`config.mk`:
```
export PLATFORM = sky130hd
export DESIGN_NAME = key_debounce_hold_repeat_core
export DESIGN_NICKNAME = d
export VERILOG_FILES = /design/src/hdl/kdhr_pkg.sv /design/src/hdl/key_debounce_hold_repeat_core.sv
export SDC_FILE = /design/constraint.sdc
export NUM_CORES = 1
export LEC_CHECK = 0
export BUFFER_PORTS_ARGS = -buffer_cell sky130_fd_sc_hd__buf_2
export CORE_MARGIN = 2
export CORE_UTILIZATION = 45
export CTS_BUF_LIST = sky130_fd_sc_hd__clkbuf_4 sky130_fd_sc_hd__clkbuf_8 sky130_fd_sc_hd__clkbuf_16
export DETAILED_ROUTE_END_ITERATION = 8
export PLACE_DENSITY = 0.75
export SETUP_SLACK_MARGIN = 0.15
export SLEW_MARGIN = 20
export SYNTH_ARGS = -nofsm -noshare
export SYNTH_HDL_FRONTEND = slang
export SYNTH_SLANG_ARGS = --single-unit
```
`constraint.sdc`:
```
create_clock -name clock -period 5.6 [get_ports clock]
set_input_delay 0.28 -clock clock [delete_from_list [all_inputs] [get_ports clock]]
set_output_delay 0.28 -clock clock [all_outputs]
set_load 0.02 [all_outputs]
```
`src/hdl/kdhr_pkg.sv`:
```
`default_nettype none
// ----------------------------------------------------------------------------
// kdhr_pkg
// Types and constants for the two-key debouncer with hold and auto-repeat.
// ----------------------------------------------------------------------------
package kdhr_pkg;

   // field widths
   localparam int unsigned TimeWidth = 32;
   localparam int unsigned SetWidth  = 16;
   localparam int unsigned CodeWidth = 2;

   // stream payload widths, padded to whole bytes
   localparam int unsigned ReqDataWidth = 40;
   localparam int unsigned RspDataWidth = 8;

   // register file port
   localparam int unsigned CsrAddrWidth = 4;
   localparam int unsigned CsrDataWidth = 32;

   typedef logic [CodeWidth-1:0] key_code_type;
   typedef logic [SetWidth-1:0]  set_ms_type;
   typedef logic [TimeWidth-1:0] time_ms_type;

   // key codes
   localparam key_code_type KEY_NONE = 2'd0;
   localparam key_code_type KEY_ONE  = 2'd1;
   localparam key_code_type KEY_TWO  = 2'd2;

   // register indexes (byte address bits [3:2])
   typedef enum logic [1:0] {
      REG_DEBOUNCE = 2'd0,
      REG_HOLD     = 2'd1,
      REG_REPEAT   = 2'd2
   } reg_index_type;

   // register reset values
   localparam set_ms_type DEBOUNCE_RESET = 16'd20;
   localparam set_ms_type HOLD_RESET     = 16'd1000;
   localparam set_ms_type REPEAT_RESET   = 16'd200;

   // key tracking phases
   typedef enum logic [5:0] {
      PH_UP       = 6'b000001,
      PH_DEBOUNCE = 6'b000010,
      PH_PRESSED  = 6'b000100,
      PH_DOWN     = 6'b001000,
      PH_HELD     = 6'b010000,
      PH_RELEASED = 6'b100000
   } phase_type;

endpackage : kdhr_pkg
`default_nettype wire

```
`src/hdl/key_debounce_hold_repeat_core.sv`:
```
`default_nettype none
// ----------------------------------------------------------------------------
// key_debounce_hold_repeat_core
// Debounced reader for two active-low keys with hold detection and
// auto-repeat, fed by polls that carry the pin levels and a millisecond time.
// ----------------------------------------------------------------------------
// Each poll accepted on req_ yields exactly one key_code on rsp_, in order.
// One poll is taken every clock cycle while req_tready is high. A poll is
// held in the input register and then moves into the result register,
// from which its result is offered on rsp_. The key tracking state is
// updated as the poll moves from the input register into the result
// register. Back-pressure on rsp_ holds the result register and then the
// input register; req_tready stays high while either has room. Key two
// wins over key one. A code is reported when the debounce time has passed,
// on every repeat interval while held, and on release from the held phase;
// all other polls report zero. Elapsed time is now_ms minus the last mark
// modulo 2^32, compared strictly greater than the setting. Registers at
// byte addresses 0, 4 and 8 hold debounce_ms, hold_ms and repeat_ms (16
// bits each) and should be written only while idle.
// ----------------------------------------------------------------------------
module key_debounce_hold_repeat_core (
   input  wire                                 clock,
   input  wire                                 reset,
   // poll stream
   input  wire                                 req_tvalid,
   output logic                                req_tready,
   // [0] key1_level, [1] key2_level, [33:2] now_ms, [39:34] zero
   input  wire  [kdhr_pkg::ReqDataWidth-1:0]   req_tdata,
   // result stream
   output logic                                rsp_tvalid,
   input  wire                                 rsp_tready,
   // [1:0] key_code, [7:2] zero
   output logic [kdhr_pkg::RspDataWidth-1:0]   rsp_tdata,
   // register port
   input  wire                                 csr_psel,
   input  wire                                 csr_penable,
   input  wire                                 csr_pwrite,
   input  wire  [kdhr_pkg::CsrAddrWidth-1:0]   csr_paddr,
   input  wire  [kdhr_pkg::CsrDataWidth-1:0]   csr_pwdata,
   output logic [kdhr_pkg::CsrDataWidth-1:0]   csr_prdata,
   output logic                                csr_pready
);
   import kdhr_pkg::*;

   // settings
   set_ms_type    debounce_ff;
   set_ms_type    hold_ff;
   set_ms_type    repeat_ff;
   logic          csr_write;
   reg_index_type csr_index;

   // input register
   logic          in_valid_ff;
   logic          in_key1_ff;
   logic          in_key2_ff;
   time_ms_type   in_now_ff;
   logic          in_advance;
   logic          req_transfer;

   // tracking state
   phase_type     phase_ff;
   phase_type     phase_in;
   key_code_type  held_key_ff;
   key_code_type  held_key_in;
   time_ms_type   mark_ff;
   time_ms_type   mark_in;

   // result register
   logic          rsp_valid_ff;
   key_code_type  rsp_code_ff;
   key_code_type  report;

   // poll logic
   key_code_type  sensed;
   time_ms_type   elapsed;
   logic          over_debounce;
   logic          over_hold;
   logic          over_repeat;

   // register port
   assign csr_pready = 1'b1;
   assign csr_write  = csr_psel & csr_penable & csr_pwrite & csr_pready;
   assign csr_index  = reg_index_type'(csr_paddr[3:2]);

   always_ff @(posedge clock) begin
      if (reset) begin
         debounce_ff <= DEBOUNCE_RESET;
         hold_ff     <= HOLD_RESET;
         repeat_ff   <= REPEAT_RESET;
      end else if (csr_write) begin
         case (csr_index)
            REG_DEBOUNCE: debounce_ff <= csr_pwdata[SetWidth-1:0];
            REG_HOLD:     hold_ff     <= csr_pwdata[SetWidth-1:0];
            REG_REPEAT:   repeat_ff   <= csr_pwdata[SetWidth-1:0];
            default: ;
         endcase
      end
   end

   // read back
   always_comb begin
      csr_prdata = '0;
      case (csr_index)
         REG_DEBOUNCE: csr_prdata[SetWidth-1:0] = debounce_ff;
         REG_HOLD:     csr_prdata[SetWidth-1:0] = hold_ff;
         REG_REPEAT:   csr_prdata[SetWidth-1:0] = repeat_ff;
         default:      csr_prdata = '0;
      endcase
   end

   // handshake between the two registers
   assign in_advance   = in_valid_ff & (~rsp_valid_ff | rsp_tready);
   assign req_tready   = ~in_valid_ff | in_advance;
   assign req_transfer = req_tvalid & req_tready;

   always_ff @(posedge clock) begin
      if (reset) begin
         in_valid_ff <= 1'b0;
      end else if (req_tready) begin
         in_valid_ff <= req_tvalid;
      end
   end

   always_ff @(posedge clock) begin
      if (req_transfer) begin
         in_key1_ff <= req_tdata[0];
         in_key2_ff <= req_tdata[1];
         in_now_ff  <= req_tdata[TimeWidth+1:2];
      end
   end

   // sensed key and elapsed-time compares
   always_comb begin
      if (!in_key2_ff) begin
         sensed = KEY_TWO;
      end else if (!in_key1_ff) begin
         sensed = KEY_ONE;
      end else begin
         sensed = KEY_NONE;
      end
   end

   assign elapsed       = in_now_ff - mark_ff;
   assign over_debounce = elapsed > {{(TimeWidth-SetWidth){1'b0}}, debounce_ff};
   assign over_hold     = elapsed > {{(TimeWidth-SetWidth){1'b0}}, hold_ff};
   assign over_repeat   = elapsed > {{(TimeWidth-SetWidth){1'b0}}, repeat_ff};

   // phase transitions
   always_comb begin
      phase_in    = phase_ff;
      held_key_in = held_key_ff;
      mark_in     = mark_ff;
      report      = KEY_NONE;
      unique case (phase_ff)
         PH_UP: begin
            if (sensed != KEY_NONE) begin
               held_key_in = sensed;
               mark_in     = in_now_ff;
               phase_in    = PH_DEBOUNCE;
            end else begin
               held_key_in = KEY_NONE;
            end
         end
         PH_DEBOUNCE: begin
            if (sensed == KEY_NONE) begin
               phase_in    = PH_UP;
               held_key_in = KEY_NONE;
            end else if (sensed != held_key_ff) begin
               mark_in     = in_now_ff;
               held_key_in = sensed;
            end else if (over_debounce) begin
               phase_in = PH_PRESSED;
               mark_in  = in_now_ff;
               report   = held_key_ff;
            end
         end
         PH_PRESSED: begin
            if (sensed == KEY_NONE) begin
               phase_in = PH_RELEASED;
            end else if (sensed == held_key_ff) begin
               phase_in = PH_DOWN;
            end else begin
               phase_in = PH_DEBOUNCE;
            end
            mark_in = in_now_ff;
         end
         PH_DOWN: begin
            if (sensed != held_key_ff) begin
               phase_in = PH_RELEASED;
               mark_in  = in_now_ff;
            end else if (over_hold) begin
               phase_in = PH_HELD;
               mark_in  = in_now_ff;
            end
         end
         PH_HELD: begin
            if (sensed != held_key_ff) begin
               phase_in = PH_RELEASED;
               mark_in  = in_now_ff;
               report   = held_key_ff;
            end else if (over_repeat) begin
               mark_in = in_now_ff;
               report  = held_key_ff;
            end
         end
         PH_RELEASED: begin
            if (sensed == KEY_NONE) begin
               phase_in = PH_UP;
            end else begin
               phase_in    = PH_DEBOUNCE;
               held_key_in = sensed;
               mark_in     = in_now_ff;
            end
         end
         default: begin
            phase_in    = PH_UP;
            held_key_in = KEY_NONE;
            mark_in     = '0;
         end
      endcase
   end

   // state update as a poll leaves the input register
   always_ff @(posedge clock) begin
      if (reset) begin
         phase_ff    <= PH_UP;
         held_key_ff <= KEY_NONE;
         mark_ff     <= '0;
      end else if (in_advance) begin
         phase_ff    <= phase_in;
         held_key_ff <= held_key_in;
         mark_ff     <= mark_in;
      end
   end

   // result register
   always_ff @(posedge clock) begin
      if (reset) begin
         rsp_valid_ff <= 1'b0;
      end else if (in_advance) begin
         rsp_valid_ff <= 1'b1;
      end else if (rsp_tready) begin
         rsp_valid_ff <= 1'b0;
      end
   end

   always_ff @(posedge clock) begin
      if (in_advance) begin
         rsp_code_ff <= report;
      end
   end

   assign rsp_tvalid = rsp_valid_ff;
   assign rsp_tdata  = {{(RspDataWidth-CodeWidth){1'b0}}, rsp_code_ff};

`ifndef ASSERT_OFF
   // a reported code never takes the unused code
   a_code_range: assert property (@(posedge clock) disable iff (reset)
      rsp_tvalid |-> (rsp_tdata[1:0] != 2'd3))
      else $error("key code out of range");

   // only debounce completion or the held phase report a key
   a_report_phase: assert property (@(posedge clock) disable iff (reset)
      (in_advance && report != KEY_NONE) |->
         (phase_ff == PH_DEBOUNCE || phase_ff == PH_HELD))
      else $error("key reported from a wrong phase");

   // the tracked key never takes the unused code
   a_held_key: assert property (@(posedge clock) disable iff (reset)
      held_key_ff != 2'd3)
      else $error("held key out of range");

   // in the down and held phases a key is always being tracked
   a_tracked: assert property (@(posedge clock) disable iff (reset)
      (phase_ff == PH_DOWN || phase_ff == PH_HELD) |-> held_key_ff != KEY_NONE)
      else $error("down or held without a key");

   // debounce and hold settings come out of reset at their defaults
   a_reset_set: assert property (@(posedge clock)
      $past(reset) |-> (debounce_ff == DEBOUNCE_RESET && hold_ff == HOLD_RESET))
      else $error("settings not at reset values");
`endif

endmodule : key_debounce_hold_repeat_core
`default_nettype wire

```
==> flow_summary.yaml <==
detailed_routing:
  vias_per_cell: 5.75
  drtIter0Drc: 593
  vias: 7601
  wirelength_um: 20600
  drc_errors: 0
  wl_per_cell_um: 15.6
  final_antenna_net_count: 0
  dr.pass1.iters: 6
sta:
  setup_tns_ps: 0
  fin_crit_sh_pct: 89.5
  finalCriticalPeriod_ps: 5010
  finalMaxSlewViolations: 0
  hold_viol: 0
  finalClockSkew_ps: 8.70
  fmax_mhz: 199
  worstMarginPinSlew_ps: 928
  grt_setup_unrepaired: "no"
  max-slew-margin-rel_pct: 38.2
  finalSetupViolCount: 0
critical_path:
  worst_r2r_path_depth: 19
  start_kind: "flop"
  crit_type: "reg -> reg"
  crit_required_ps: 5910
  end_kind: "flop"
  path_max_fanout: 32
  cp_data_arrival_time_ps: 5330
layout:
  fin_nets: 1238
  final_cell_area_um2: 9470
  drive_gt1_share_pct: 12.5
  instances_no_fill: 1322
  area_growth_pct: 11.3
  diodes: 0
grt:
  grt_max_degree: 50
  grt_pass1_vias: 7113
  antenna_found_initial: 0
  track_usage_pct: 21.3
  grt_pass1_wl_um: 34300
  grt-ovfl-total: 0
job:
  drv_cap: 0
yosys:
  synth_cells: 1016
  yosysUniqueCellTypes: 76
  synth_area_per_cell_um2: 8.37
  ys_seq_area_share_pct: 33.9
  synth_edf_count: 36
  synth-seq-cells: 126
  ys.flop_type: "dfxtp_1"
  synthArstFlopShare_pct: 0
  syn_area_um2: 8510
  ys.warnings.count: 0
clock_tree:
  numCtsBuffers: 17
  numClockSinks: 126
  cts.path.max_buffers: 2
  hold_buffers: 0
  postCtsSetupBuffers: 0
  root_buffer: "clkbuf_16"
  cts-resized-gates: 0
  cts_tree: "done"
  clk_latency_ps: 430
  h-tree-depth: 4
  clkTransAtPathRegs_ps: 60
placement:
  place_inst: 1290
  numPortBuffers: 78
  hpwl_um: 15100
  placed_cell_area_um2: 8930
  gp_congestion: 0.921
worst_hold_path:
  holdPathStages: 1
  hold_path_class: "in -> reg"
floorplan:
  io_pins: 126
  die-area_um2: 20000
  fp.dieH_um: 142
  die_x_um: 142
  core.rowCount: 50
  start_util_pct: 45.6
  core_um2: 18600
power_and_ir_drop:
  cellPowerDensity_nw_per_um2: 280
  p_leak_nw: 3.73
  ir_drop_mv: 0.243
status:
  outcome: "finished, final reports clean"
[synthesized netlist by cell type, types with 12 or more instances]
master	instances	area, um2
nand4_1	19	119
a32o_1	32	320
dfxtp_1	90	1800
clkbuf_1	26	97.6
o211ai_1	21	158
xnor2_1	12	105
nand2_1	154	578
nor2_1	48	180
nand3_1	17	85.1
a21oi_1	93	465
inv_1	89	334
o21ai_0	52	260
ha_1	79	988
nor3_1	16	80.1
a211oi_1	14	105
mux2i_1	20	200
edfxtp_1	36	1080
buf_4	27	203
[stage by stage]
| step | hold WS, ps | util, % | power (mW) | setup slack (ps) |
|---|---|---|---|---|
| floorplan | 379 | - | 1.50 | 1380 |
| global placement | 458 | 47.9 | 1.63 | 763 |
| detailed placement | 458 | 47.9 | 1.64 | 641 |
| CTS | 8.26 | 50.8 | 2.67 | 634 |
| global route | 11.1 | 50.8 | 2.80 | 168 |
| finish | 25.6 | 50.8 | 2.65 | 585 |
[per-layer routing]
metal  routed length (um)  up-vias  track usage (%)
met5                    0        -                0
li1                     -     3756                -
met3                 1210       41             4.42
met2                 9470      273             35.2
met4                  427        0             7.21
met1                 9500     3531             27.9
[cells by family (layout without fill, tap and decap cells)]
family / count (synthesis) / after routing / synth area share (%)
AND/OR/NAND/NOR: 321 / 321 / 18.4
multiplexers: 21 / 21 / 2.49
other: 2 / 23 / 0.0883
AO/OA/AOI/OAI: 290 / 290 / 22.6
XOR/XNOR: 19 / 19 / 1.96
adder cells (fa/ha/maj): 80 / 80 / 11.9
buffers and inverters: 157 / 208 / 8.74
flip-flops: 126 / 126 / 33.9
[critical path, cell delays in order (launching register included)]
cell and delay, ps:
edfxtp_1 340, inv_1 50, ha_1 220, fa_1 400, nor2b_1 170, o2111ai_1 220, a31oi_1 480, nor2_1 130
o21ai_0 230, xor2_1 380, ha_1 200, nand4_1 110, or3_1 400, o21bai_1 160, a21oi_1 250, nor2_1 70
a211oi_1 410, o211ai_2 110, buf_4 260, a32o_1 300
[sequential cells by signal (all words and copies together) (netlist names)]
register and cells:
in_key2_ff 1, rsp_tvalid 1, in_valid_ff 1, phase_ff 6
hold_ff 16, debounce_ff 16, in_now_ff 32, rsp_code_ff 2
in_key1_ff 1, held_key_ff 2, mark_ff 32, repeat_ff 16
[power breakdown]
group	total [mW]	switching (mW)	internal (mW)
Sequential	0.999	0.0227	0.977
Clock	1.01	0.422	0.588
Combinational	0.641	0.394	0.246
Total	2.65	0.839	1.81
[layout make-up]
cell class	count	area, um2
clock buffers	19	453
repair buffers	86	450
flip-flops and latches	126	2880
inverters	90	338
clock inverters	13	88.8
fillers	1750	9170
well taps	234	293
multi-input cells	754	4970
[cells in the final DEF (no fill, tap or decap), drive strengths merged, types with 7 or more instances in the layout]
master	n
mux2i	20
a21oi	94
buf	86
nand3	17
xnor2	12
dfxtp	90
clkbuf	19
o21ai	56
clkinv	9
inv	93
a31oi	8
nand2	154
a32o	32
nor2	48
nand4	20
nor2b	9
and4	13
o21bai	8
o21a	8
xor2	7
o211ai	22
ha	79
nor3	16
a211oi	14
edfxtp	36
conb	23
a21o	12
[worst paths after layout]
check | start | to | slack (ps)
min reg2reg | repeat_ff[5] | repeat_ff[5] | 470
min | req_tdata[12] | in_now_ff[10] | 30
max | in_now_ff[0] | mark_ff[5] | 590
max reg2reg | in_now_ff[0] | mark_ff[5] | 590
No activity file was read; power rests on OpenSTA's default activity.
